<file path="src/sv/clrs_pkg.sv">
package clrs_pkg;

    // Default number of record slots.
    localparam int CAPACITY_DEFAULT = 16;

    // Field widths fixed by the stream format.
    localparam int MODE_W   = 3;
    localparam int ID_W     = 24;
    localparam int AGE_W    = 8;
    localparam int STATUS_W = 2;
    localparam int COUNT_W  = 5;
    localparam int S_DATA_W = 64;
    localparam int M_DATA_W = 40;

    // Position field wide enough for the largest supported capacity.
    localparam int POS_W = 8;

    // Command codes.
    localparam logic [MODE_W-1:0] MODE_INS_HEAD  = 3'd0;
    localparam logic [MODE_W-1:0] MODE_INS_TAIL  = 3'd1;
    localparam logic [MODE_W-1:0] MODE_INS_AFTER = 3'd2;
    localparam logic [MODE_W-1:0] MODE_RM_HEAD   = 3'd3;
    localparam logic [MODE_W-1:0] MODE_RM_TAIL   = 3'd4;
    localparam logic [MODE_W-1:0] MODE_RM_TARGET = 3'd5;
    localparam logic [MODE_W-1:0] MODE_SEARCH    = 3'd6;
    localparam logic [MODE_W-1:0] MODE_CLEAR     = 3'd7;

    // Result status codes.
    localparam logic [STATUS_W-1:0] STATUS_OK        = 2'd0;
    localparam logic [STATUS_W-1:0] STATUS_EMPTY     = 2'd1;
    localparam logic [STATUS_W-1:0] STATUS_NOT_FOUND = 2'd2;
    localparam logic [STATUS_W-1:0] STATUS_FULL      = 2'd3;

    // Operation applied to the cell row.
    typedef enum logic [1:0] {
        CELL_HOLD,
        CELL_INSERT,
        CELL_DELETE
    } cell_kind_t;

    typedef struct packed {
        logic [ID_W-1:0]  id;
        logic [AGE_W-1:0] age;
    } record_t;

    typedef struct packed {
        cell_kind_t       kind;
        logic [POS_W-1:0] pos;
        record_t          new_rec;
        logic [ID_W-1:0]  target;
    } cell_cmd_t;

endpackage

</file>
<file path="src/sv/clrs_cell.sv">
module clrs_cell #(
    parameter int INDEX = 0
) (
    input  logic                        aclk,
    input  clrs_pkg::cell_cmd_t         cmd,
    input  clrs_pkg::record_t           left_rec,
    input  clrs_pkg::record_t           right_rec,
    output clrs_pkg::record_t           rec,
    output logic                        hit
);

    localparam logic [clrs_pkg::POS_W-1:0] MY_POS = clrs_pkg::POS_W'(INDEX);

    clrs_pkg::record_t rec_reg;
    clrs_pkg::record_t rec_next;

    // An insert opens a gap by taking the left neighbor; a delete closes it
    // by taking the right neighbor.
    always_comb begin
        rec_next = rec_reg;
        unique case (cmd.kind)
            clrs_pkg::CELL_INSERT: begin
                if (MY_POS == cmd.pos) begin
                    rec_next = cmd.new_rec;
                end else if (MY_POS > cmd.pos) begin
                    rec_next = left_rec;
                end
            end
            clrs_pkg::CELL_DELETE: begin
                if (MY_POS >= cmd.pos) begin
                    rec_next = right_rec;
                end
            end
            default: begin
                rec_next = rec_reg;
            end
        endcase
    end

    always_ff @(posedge aclk) begin
        rec_reg <= rec_next;
    end

    assign rec = rec_reg;
    assign hit = (rec_reg.id == cmd.target);

endmodule

</file>
<file path="src/sv/circular_list_record_store_core.sv">
// Record store that keeps a circular list of up to CAPACITY records (id and
// age) in a row of cells ordered from head to tail; inserts and removals
// shift the cells behind the affected position by one place, all in the same
// cycle. Head and tail inserts and removals, clear, and commands that fail
// at once go straight to the final step without a walk. Insert after
// target, remove target and search walk the cells from the head one position
// per cycle, stopping at the first match or after the last held record. The
// input is ready again the cycle after a command is applied, so a new command
// is taken only once the last one is through. A result waits in an output
// register, so the next command is taken while it is pending; that command
// then holds in its final step until the pending result is taken.
module circular_list_record_store_core #(
    parameter int CAPACITY = clrs_pkg::CAPACITY_DEFAULT
) (
    input  logic                          aclk,
    input  logic                          aresetn,
    input  logic                          s_tvalid,
    output logic                          s_tready,
    // mode[2:0], new_id[26:3], new_age[34:27], target_id[58:35], zero fill
    input  logic [clrs_pkg::S_DATA_W-1:0] s_tdata,
    output logic                          m_tvalid,
    input  logic                          m_tready,
    // status[1:0], found_id[25:2], found_age[33:26], entry_count[38:34], zero
    output logic [clrs_pkg::M_DATA_W-1:0] m_tdata
);

    localparam int CNT_W = $clog2(CAPACITY + 1);
    localparam int IDX_W = $clog2(CAPACITY);

    localparam logic [1:0] ST_IDLE = 2'd0;
    localparam logic [1:0] ST_SCAN = 2'd1;
    localparam logic [1:0] ST_DONE = 2'd2;

    logic [1:0]                    state_reg, state_next;
    logic [clrs_pkg::MODE_W-1:0]   mode_reg, mode_next;
    clrs_pkg::record_t             new_rec_reg, new_rec_next;
    logic [clrs_pkg::ID_W-1:0]     target_reg, target_next;
    logic [CNT_W-1:0]              cnt_reg, cnt_next;
    logic [IDX_W-1:0]              k_reg, k_next;
    logic                          hit_reg, hit_next;
    logic [IDX_W-1:0]              hpos_reg, hpos_next;
    logic                          m_valid_reg, m_valid_next;
    logic [clrs_pkg::M_DATA_W-1:0] m_data_reg, m_data_next;

    clrs_pkg::record_t   recs [CAPACITY];
    logic [CAPACITY-1:0] hits;
    clrs_pkg::cell_cmd_t cmd;

    logic                          in_fire;
    logic                          out_free;
    logic                          full;
    logic                          needs_scan;
    logic [clrs_pkg::MODE_W-1:0]   in_mode;
    logic                          scan_last;
    logic [clrs_pkg::STATUS_W-1:0] status_c;
    logic [IDX_W-1:0]              pos_c;
    logic                          do_ins, do_del, do_clr, do_found;
    clrs_pkg::record_t             found_c;

    // Row of cells, head at cell zero.
    for (genvar i = 0; i < CAPACITY; i++) begin : g_cell
        clrs_pkg::record_t left_rec;
        clrs_pkg::record_t right_rec;
        if (i == 0) begin : g_first
            assign left_rec = cmd.new_rec;
        end else begin : g_inner_l
            assign left_rec = recs[i-1];
        end
        if (i == CAPACITY - 1) begin : g_last
            assign right_rec = recs[i];
        end else begin : g_inner_r
            assign right_rec = recs[i+1];
        end
        clrs_cell #(
            .INDEX(i)
        ) u_cell (
            .aclk     (aclk),
            .cmd      (cmd),
            .left_rec (left_rec),
            .right_rec(right_rec),
            .rec      (recs[i]),
            .hit      (hits[i])
        );
    end

    assign s_tready = (state_reg == ST_IDLE);
    assign in_fire  = s_tvalid && s_tready;
    assign out_free = !m_valid_reg || m_tready;
    assign full     = (cnt_reg == CNT_W'(CAPACITY));
    assign in_mode  = s_tdata[2:0];
    assign scan_last = (CNT_W'(k_reg) == cnt_reg - CNT_W'(1));

    // A targeted command walks only when the list has records to look at.
    always_comb begin
        needs_scan = 1'b0;
        if (cnt_reg != '0) begin
            if (in_mode == clrs_pkg::MODE_RM_TARGET || in_mode == clrs_pkg::MODE_SEARCH) begin
                needs_scan = 1'b1;
            end else if (in_mode == clrs_pkg::MODE_INS_AFTER && !full) begin
                needs_scan = 1'b1;
            end
        end
    end

    // Decide the outcome of the command once the walk is over.
    always_comb begin
        status_c = clrs_pkg::STATUS_OK;
        pos_c    = '0;
        do_ins   = 1'b0;
        do_del   = 1'b0;
        do_clr   = 1'b0;
        do_found = 1'b0;
        unique case (mode_reg)
            clrs_pkg::MODE_INS_HEAD, clrs_pkg::MODE_INS_TAIL,
            clrs_pkg::MODE_INS_AFTER: begin
                if (full) begin
                    status_c = clrs_pkg::STATUS_FULL;
                end else if (mode_reg == clrs_pkg::MODE_INS_AFTER && cnt_reg != '0
                             && !hit_reg) begin
                    status_c = clrs_pkg::STATUS_NOT_FOUND;
                end else begin
                    do_ins = 1'b1;
                    if (cnt_reg == '0 || mode_reg == clrs_pkg::MODE_INS_HEAD) begin
                        pos_c = '0;
                    end else if (mode_reg == clrs_pkg::MODE_INS_TAIL) begin
                        pos_c = IDX_W'(cnt_reg);
                    end else begin
                        pos_c = IDX_W'(hpos_reg + IDX_W'(1));
                    end
                end
            end
            clrs_pkg::MODE_CLEAR: begin
                if (cnt_reg == '0) begin
                    status_c = clrs_pkg::STATUS_EMPTY;
                end else begin
                    do_clr = 1'b1;
                end
            end
            default: begin
                if (cnt_reg == '0) begin
                    status_c = clrs_pkg::STATUS_EMPTY;
                end else if (mode_reg == clrs_pkg::MODE_RM_HEAD) begin
                    do_found = 1'b1;
                    pos_c    = '0;
                end else if (mode_reg == clrs_pkg::MODE_RM_TAIL) begin
                    do_found = 1'b1;
                    pos_c    = IDX_W'(cnt_reg - CNT_W'(1));
                end else if (hit_reg) begin
                    do_found = 1'b1;
                    pos_c    = hpos_reg;
                end else begin
                    status_c = clrs_pkg::STATUS_NOT_FOUND;
                end
                do_del = do_found && (mode_reg != clrs_pkg::MODE_SEARCH);
            end
        endcase
        found_c = recs[pos_c];
    end

    // Command to the cell row; it changes the cells only in the final cycle.
    always_comb begin
        cmd.kind    = clrs_pkg::CELL_HOLD;
        cmd.pos     = clrs_pkg::POS_W'(pos_c);
        cmd.new_rec = new_rec_reg;
        cmd.target  = target_reg;
        if (state_reg == ST_DONE && out_free) begin
            if (do_ins) begin
                cmd.kind = clrs_pkg::CELL_INSERT;
            end else if (do_del) begin
                cmd.kind = clrs_pkg::CELL_DELETE;
            end
        end
    end

    // Sequencer: take a command, walk if needed, then apply and report.
    always_comb begin
        state_next   = state_reg;
        mode_next    = mode_reg;
        new_rec_next = new_rec_reg;
        target_next  = target_reg;
        cnt_next     = cnt_reg;
        k_next       = k_reg;
        hit_next     = hit_reg;
        hpos_next    = hpos_reg;
        m_valid_next = m_valid_reg;
        m_data_next  = m_data_reg;
        if (m_valid_reg && m_tready) begin
            m_valid_next = 1'b0;
        end
        unique case (state_reg)
            ST_IDLE: begin
                if (in_fire) begin
                    mode_next       = in_mode;
                    new_rec_next.id  = s_tdata[26:3];
                    new_rec_next.age = s_tdata[34:27];
                    target_next     = s_tdata[58:35];
                    k_next          = '0;
                    hit_next        = 1'b0;
                    hpos_next       = '0;
                    state_next      = needs_scan ? ST_SCAN : ST_DONE;
                end
            end
            ST_SCAN: begin
                if (hits[k_reg]) begin
                    hit_next   = 1'b1;
                    hpos_next  = k_reg;
                    state_next = ST_DONE;
                end else if (scan_last) begin
                    state_next = ST_DONE;
                end else begin
                    k_next = k_reg + IDX_W'(1);
                end
            end
            ST_DONE: begin
                if (out_free) begin
                    if (do_ins) begin
                        cnt_next = cnt_reg + CNT_W'(1);
                    end else if (do_del) begin
                        cnt_next = cnt_reg - CNT_W'(1);
                    end else if (do_clr) begin
                        cnt_next = '0;
                    end
                    m_valid_next = 1'b1;
                    m_data_next  = '0;
                    m_data_next[1:0] = status_c;
                    if (do_found) begin
                        m_data_next[25:2]  = found_c.id;
                        m_data_next[33:26] = found_c.age;
                    end
                    if (do_ins) begin
                        m_data_next[38:34] = clrs_pkg::COUNT_W'(cnt_reg + CNT_W'(1));
                    end else if (do_del) begin
                        m_data_next[38:34] = clrs_pkg::COUNT_W'(cnt_reg - CNT_W'(1));
                    end else if (do_clr) begin
                        m_data_next[38:34] = '0;
                    end else begin
                        m_data_next[38:34] = clrs_pkg::COUNT_W'(cnt_reg);
                    end
                    state_next = ST_IDLE;
                end
            end
            default: begin
                state_next = ST_IDLE;
            end
        endcase
    end

    // Control state is reset; command and result payload are not.
    always_ff @(posedge aclk) begin
        if (!aresetn) begin
            state_reg   <= ST_IDLE;
            cnt_reg     <= '0;
            m_valid_reg <= 1'b0;
        end else begin
            state_reg   <= state_next;
            cnt_reg     <= cnt_next;
            m_valid_reg <= m_valid_next;
        end
        mode_reg    <= mode_next;
        new_rec_reg <= new_rec_next;
        target_reg  <= target_next;
        k_reg       <= k_next;
        hit_reg     <= hit_next;
        hpos_reg    <= hpos_next;
        m_data_reg  <= m_data_next;
    end

    assign m_tvalid = m_valid_reg;
    assign m_tdata  = m_data_reg;

`ifndef NO_ASSERTIONS
    // The record count never passes the capacity.
    a_count_bound: assert property (@(posedge aclk) disable iff (!aresetn)
        cnt_reg <= CNT_W'(CAPACITY))
        else $error("record count above capacity");

    // The walk stays inside the held records.
    a_scan_range: assert property (@(posedge aclk) disable iff (!aresetn)
        state_reg == ST_SCAN |-> CNT_W'(k_reg) < cnt_reg)
        else $error("walk beyond held records");

    // A full status is reported only when every slot is taken.
    a_full_status: assert property (@(posedge aclk) disable iff (!aresetn)
        (state_reg == ST_DONE && out_free && status_c == clrs_pkg::STATUS_FULL)
        |=> cnt_reg == CNT_W'(CAPACITY))
        else $error("full status with free slots");

    // An empty status leaves the list empty.
    a_empty_status: assert property (@(posedge aclk) disable iff (!aresetn)
        (state_reg == ST_DONE && out_free && status_c == clrs_pkg::STATUS_EMPTY)
        |=> cnt_reg == '0)
        else $error("empty status with records held");
`endif

endmodule
</file>
<file path="config.mk">
export PLATFORM = sky130hd
export DESIGN_NAME = circular_list_record_store_core
export DESIGN_NICKNAME = d
export VERILOG_FILES = /design/src/sv/clrs_pkg.sv /design/src/sv/clrs_cell.sv /design/src/sv/circular_list_record_store_core.sv
export SDC_FILE = /design/constraint.sdc
export NUM_CORES = 2
export LEC_CHECK = 0
export CAP_MARGIN = 5
export CORE_UTILIZATION = 45
export CTS_CLUSTER_SIZE = 8
export DETAILED_ROUTE_END_ITERATION = 8
export DONT_BUFFER_PORTS = 1
export PLACE_DENSITY = 0.63
export SLEW_MARGIN = 20
export SYNTH_ARGS = -nofsm -noshare
export SYNTH_HDL_FRONTEND = slang
export SYNTH_SLANG_ARGS = --single-unit
</file>
<file path="constraint.sdc">
create_clock -name aclk -period 23.2 [get_ports aclk]
set_input_delay 1.16 -clock aclk [delete_from_list [all_inputs] [get_ports aclk]]
set_output_delay 1.16 -clock aclk [all_outputs]
set_load 0.05 [all_outputs]
</file>
---- Word level (Yosys, flattened, before mapping) ----
Cells that the tools add are included.
operators by class
  add/subtract/negate cells ............... 4
  magnitude comparators ................... 33
  eq/ne operators ......................... 82
  muxes and demuxes ....................... 123
  bitwise logic cells ..................... 1
  reductions and logical operators ........ 44
operators with widths
  kind                   number
  $mux W32               49
  $pmux W32 S2           15
  $eq A24 B24 Y1         16
  $bmux W32 S4           1
  $reduce_and A3 Y1      17
  $mux W4                12
  $ne A3 B1 Y1 const B   15
  $eq A4 B4 Y1 const A   8
  $gt A4 B4 Y1 const A   8
  $ne A2 B1 Y1 const B   16
  $ge A4 B4 Y1 const A   7
  $mux W2                14
  $pmux W4 S2            3
  $mux W1                22
  $eq A3 B4 Y1 const A   4
  $ge A3 B4 Y1 const A   4
  $gt A3 B4 Y1 const A   4
  $mux W5                3
  $eq A3 B3 Y1 const B   4
  $eq A3 B2 Y1 const B   3
  $add A4 B1 Y4 const B  2
  $eq A2 B4 Y1 const A   2
  $ge A1 B4 Y1 const A   2
  $ge A2 B4 Y1 const A   2
  32 further kinds       54
storage, ports and cells
  register bits after elaboration ......... 627
  input port bits ......................... 68
  logic and storage cells ................. 331

---- Logic depth before layout (Yosys ltp) ----
  depth in word-level cells ............... 13
  gate-level depth with buffers ........... 12

---- Cells and area by module ----
A second synthesis with hierarchy kept.
unflattened totals
  cell total of the unflattened synthesis .. 3963
  area total of the unflattened synthesis .. 40517.6 µm²
by module, submodules not included
  module                              instances  cells each  area an instance (µm²)
  circular_list_record_store_core     1          1131        9036.2
  clrs_cell at g_cell[12].u_cell ...  3          177         1955.6
  clrs_cell at g_cell[11].u_cell      1          176         2015.7
  clrs_cell at g_cell[13].u_cell      1          176         2008.2
  clrs_cell at g_cell[15].u_cell      1          176         1993.2
  clrs_cell at g_cell[14].u_cell      1          178         1989.4
  clrs_cell at g_cell[5].u_cell       1          176         1978.1
  clrs_cell at g_cell[6].u_cell       1          179         1971.9
  clrs_cell at g_cell[7].u_cell       1          177         1961.9
  clrs_cell at g_cell[8].u_cell       1          177         1959.4
  clrs_cell at g_cell[10].u_cell      1          178         1958.1
  clrs_cell at g_cell[4].u_cell       1          178         1955.6
  clrs_cell at g_cell[1].u_cell       1          178         1953.1
  clrs_cell at g_cell[3].u_cell       1          176         1950.6
  clrs_cell at g_cell[0].u_cell       1          176         1919.3

---- Least setup slack after synthesis ----
Ideal clock, no wire load.
  path kind ............................... register to register
  start point ............................. register cnt_reg[0]
  end point ............................... register g_cell[8].u_cell.rec_reg (netlist bit g_cell[8].u_cell.rec[0]) (enable)
  setup time .............................. 470 ps
  data arrival time ....................... 7566 ps
  required time ........................... 22730 ps
  slack ................................... 15164 ps
  cell stages (with the launch flop) ...... 11
  path buffers ............................ 1
  path through ............................ dfxtp_1 -> inv_1 -> ha_1 -> nor3b_1 -> o21ai_0 -> a221o_1 -> clkbuf_1 -> nor2_1 -> nor2_1 -> a21oi_1 -> a21boi_0
on the way
  cells in the longest elaborated chain, start to end .. 11
ends and longest elaborated chain
  element                                                 RTL line                                text
  start: declaration                                      circular_list_record_store_core.sv:38   logic [CNT_W-1:0] cnt_reg, cnt_next;
  start signal: assignment                                circular_list_record_store_core.sv:256  cnt_reg <= cnt_next;
  branches (longest 10 deep; another with $sub A5 B1 Y5)  --
  $reduce_and A3 Y1 (no line) *                           --
  end signal: assignment                                  clrs_cell.sv:41                         rec_reg <= rec_next;
  end: declaration                                        clrs_cell.sv:14                         clrs_pkg::record_t rec_reg;
Every way passes the cells marked *. The select of a mux whose other input is x is not followed.
A chain may end at the register's enable or synchronous reset.

==> qor.txt <==
Status: complete, no violations
Highest ir drop seen on vdd: 0.0543 mV
Layout cells sized above 1: 6.55%
Final Util: 49.0%
Dpl cell area: 40200 sq um
Synth Register Bits: 627
DR pass1 iterations: 6
R2r worst-path depth: 12
Final Power: 3.26 mW
Sw Share: 31.2%
Hold path cells: 2
Clk Latency, worst-skew pair: 660 ps
Sequential power share: 45.9%
DP Worst Slack: 16810 ps
Max FFs per register: 512
Total number of vias: 30360
Via density: 6.22
Detail Placement HPWL: 87600 um
Gr usage total: 29.7%
Antenna violations before repair: 7
Final WS setup: 17340 ps
Most frequent cells in the layout: nand2_1 (893), mux2i_1 (645), edfxtp_1 (619), o21ai_0 (314), o21ai_1 (210)
Hold WS: 555 ps
Most common cell after layout, fill and taps aside: nand2_1
Final setup TNS: 0 ps
Die Footprint: 89000 sq um
Critical setup path kind: reg2reg
Max-Slew Margin vs Limit: 20.2%
Sink Count: 627
Initial core utilization: 45.5%
Post-synth EDFFs: 619
Asr flop ratio synth: 0%
Clock network power share: 36.3%
Arr. time, crit path: 6210 ps
Mapped Area: 39500 sq um
Setup crit start kind: flop
Worst reg2reg setup slack: 17340 ps
Final setup fails: 0
Worst-path clk slew: 50 ps
Yosys warns: 0
Die height: 298 um
Vias in the first global route: 28797
Prevailing post-synth register cell: edfxtp_1
Final Non-Filler Cells: 4881
Finished Cell Area: 42500 sq um
Largest net degree at the start of global routing: 234
# fillers: 8020
Combinational share of power: 17.8%
Hold path start: g_cell[15].u_cell.rec[2]
Clock Skews: 31.3 ps
Drt initial violations: 3851
HP Class: reg2reg
Global route total overflow: 0
Core outline area: 86900 sq um
Clk buf depth: 3
Dpl cells: 4773
Routed len/inst: 27.7 um
CP required: 23550 ps
CTS tree: done
Row count: 108
Synthesized Nets: 3951
Postcts setup bufs: 0
Worst-path fanout max: 233
CTS Hold Bufs: 0
Die W: 298 um
Cells after synthesis: 3878
First-pass GRT wire length: 196000 um
Post-synthesis cell type count: 58
ANT nets after route: 0
Final WL: 135000 um
Number of nets in the layout: 3782
Slew Limit Fails: 0
RSZ-0062 raised after global routing: no
Static Leak: 15.5 nW
# resized after CTS: 0
Fin. Hold Viols: 0
IO buf count: 0
Pwr/cell area: 76.7 nW/um^2
Worst setup EP type: flop
Syn Area/Cell: 10.2 sq um
RePlAce Congestion: 0.965
CTS Buf Count: 88
Measured slew at the worst slew-check pin: 1200 ps
Reg2reg end: g_cell[1].u_cell.rec[3]
Psw: 1.02 mW
Internal power: 2.24 mW
DR DRC count: 0
F_max: 171 MHz
I/O Pins: 110
Worst Hold End: g_cell[14].u_cell.rec[2]
Syn-to-layout area delta: 7.65%
Min cycle time layout: 5860 ps
Crit share post-route: 25.3%
Register area share after synthesis: 47.5%
CTS Root Cell: clkbuf_16
Worst r2r src: cnt_reg[0]
Max-Cap Viols: 0
H-tree depth: 3
## per-layer routing
layer	up-vias	wire [um]	track usage, %
li1	13490	-	-
met3	260	14500	7.04
met2	1670	59800	45.4
met1	14932	55400	40.7
met4	8	5320	11.2
met5	-	54	0
## critical path, cell delays in order (launching register included)
cell and delay [ps]:
dfxtp_1 480, inv_1 160, ha_1 240, nor3b_1 190, nand2b_1 150, nand2_1 190, nor2_4 150, buf_4 570
buf_4 750, buf_12 700, buf_4 760, buf_6 720, o21ai_0 230
## Yosys cell counts, types with 44 or more instances
library cell,count,area [sq um]
clkbuf_1,188,706
mux2i_1,645,6460
nor4_1,46,288
nand4_1,53,332
o21ai_1,211,1060
xnor2_1,207,1810
buf_2,51,255
o21ai_0,314,1570
nand2_1,894,3360
buf_4,44,330
xor2_1,190,1660
edfxtp_1,619,18600
nand3_1,89,445
## worst max-delay path by stage
stage,from,end,slack (ps),cells past startpoint
floorplan,cnt_reg[0],g_cell[8].u_cell.rec[0],15160,10
global placement,m_tready,g_cell[6].u_cell.rec[4],16910,9
detailed placement,m_tready,g_cell[1].u_cell.rec[3],16810,9
CTS,cnt_reg[0],g_cell[1].u_cell.rec[3],17150,12
global route,mode_reg[1],g_cell[1].u_cell.rec[2],16890,10
finish,cnt_reg[0],g_cell[1].u_cell.rec[3],17340,12
## logic make-up (layout without fill, tap and decap cells)
logic type,Yosys count,count (layout),synth area share [%]
compound gates,644,644,9.00
mux,678,678,17.3
fa+ha+maj,5,5,0.158
simple gates,1186,1186,13.0
buf+inv,340,187,4.27
other cells,1,2,0.00949
flops,627,627,47.5
xor+xnor,397,397,8.80
## power groups by stage
| stage | clock network (mW) | logic [mW] | registers [mW] |
|---|---|---|---|
| floorplan | 0 | 0.391 | 1.46 |
| global placement | 0 | 0.552 | 1.52 |
| detailed placement | 0 | 0.560 | 1.52 |
| CTS | 1.20 | 0.562 | 1.50 |
| global route | 1.23 | 0.610 | 1.51 |
| finish | 1.18 | 0.581 | 1.50 |
## final cells by class
class | count | area (sq um) | area share [%]
Clock inverter | 3 | 26.3 | 0.0618
Tap cell | 1155 | 1450 | 3.40
Timing Repair Buffer | 72 | 607 | 1.43
Multi-Input combinational cell | 2911 | 19300 | 45.5
Clock buffer | 103 | 2320 | 5.46
Antenna cell | 1 | 2.50 | 0.00588
Sequential cell | 627 | 18700 | 44.1
Inverter | 9 | 35.0 | 0.0824
Note: power is estimated with default switching activity, not from simulation.
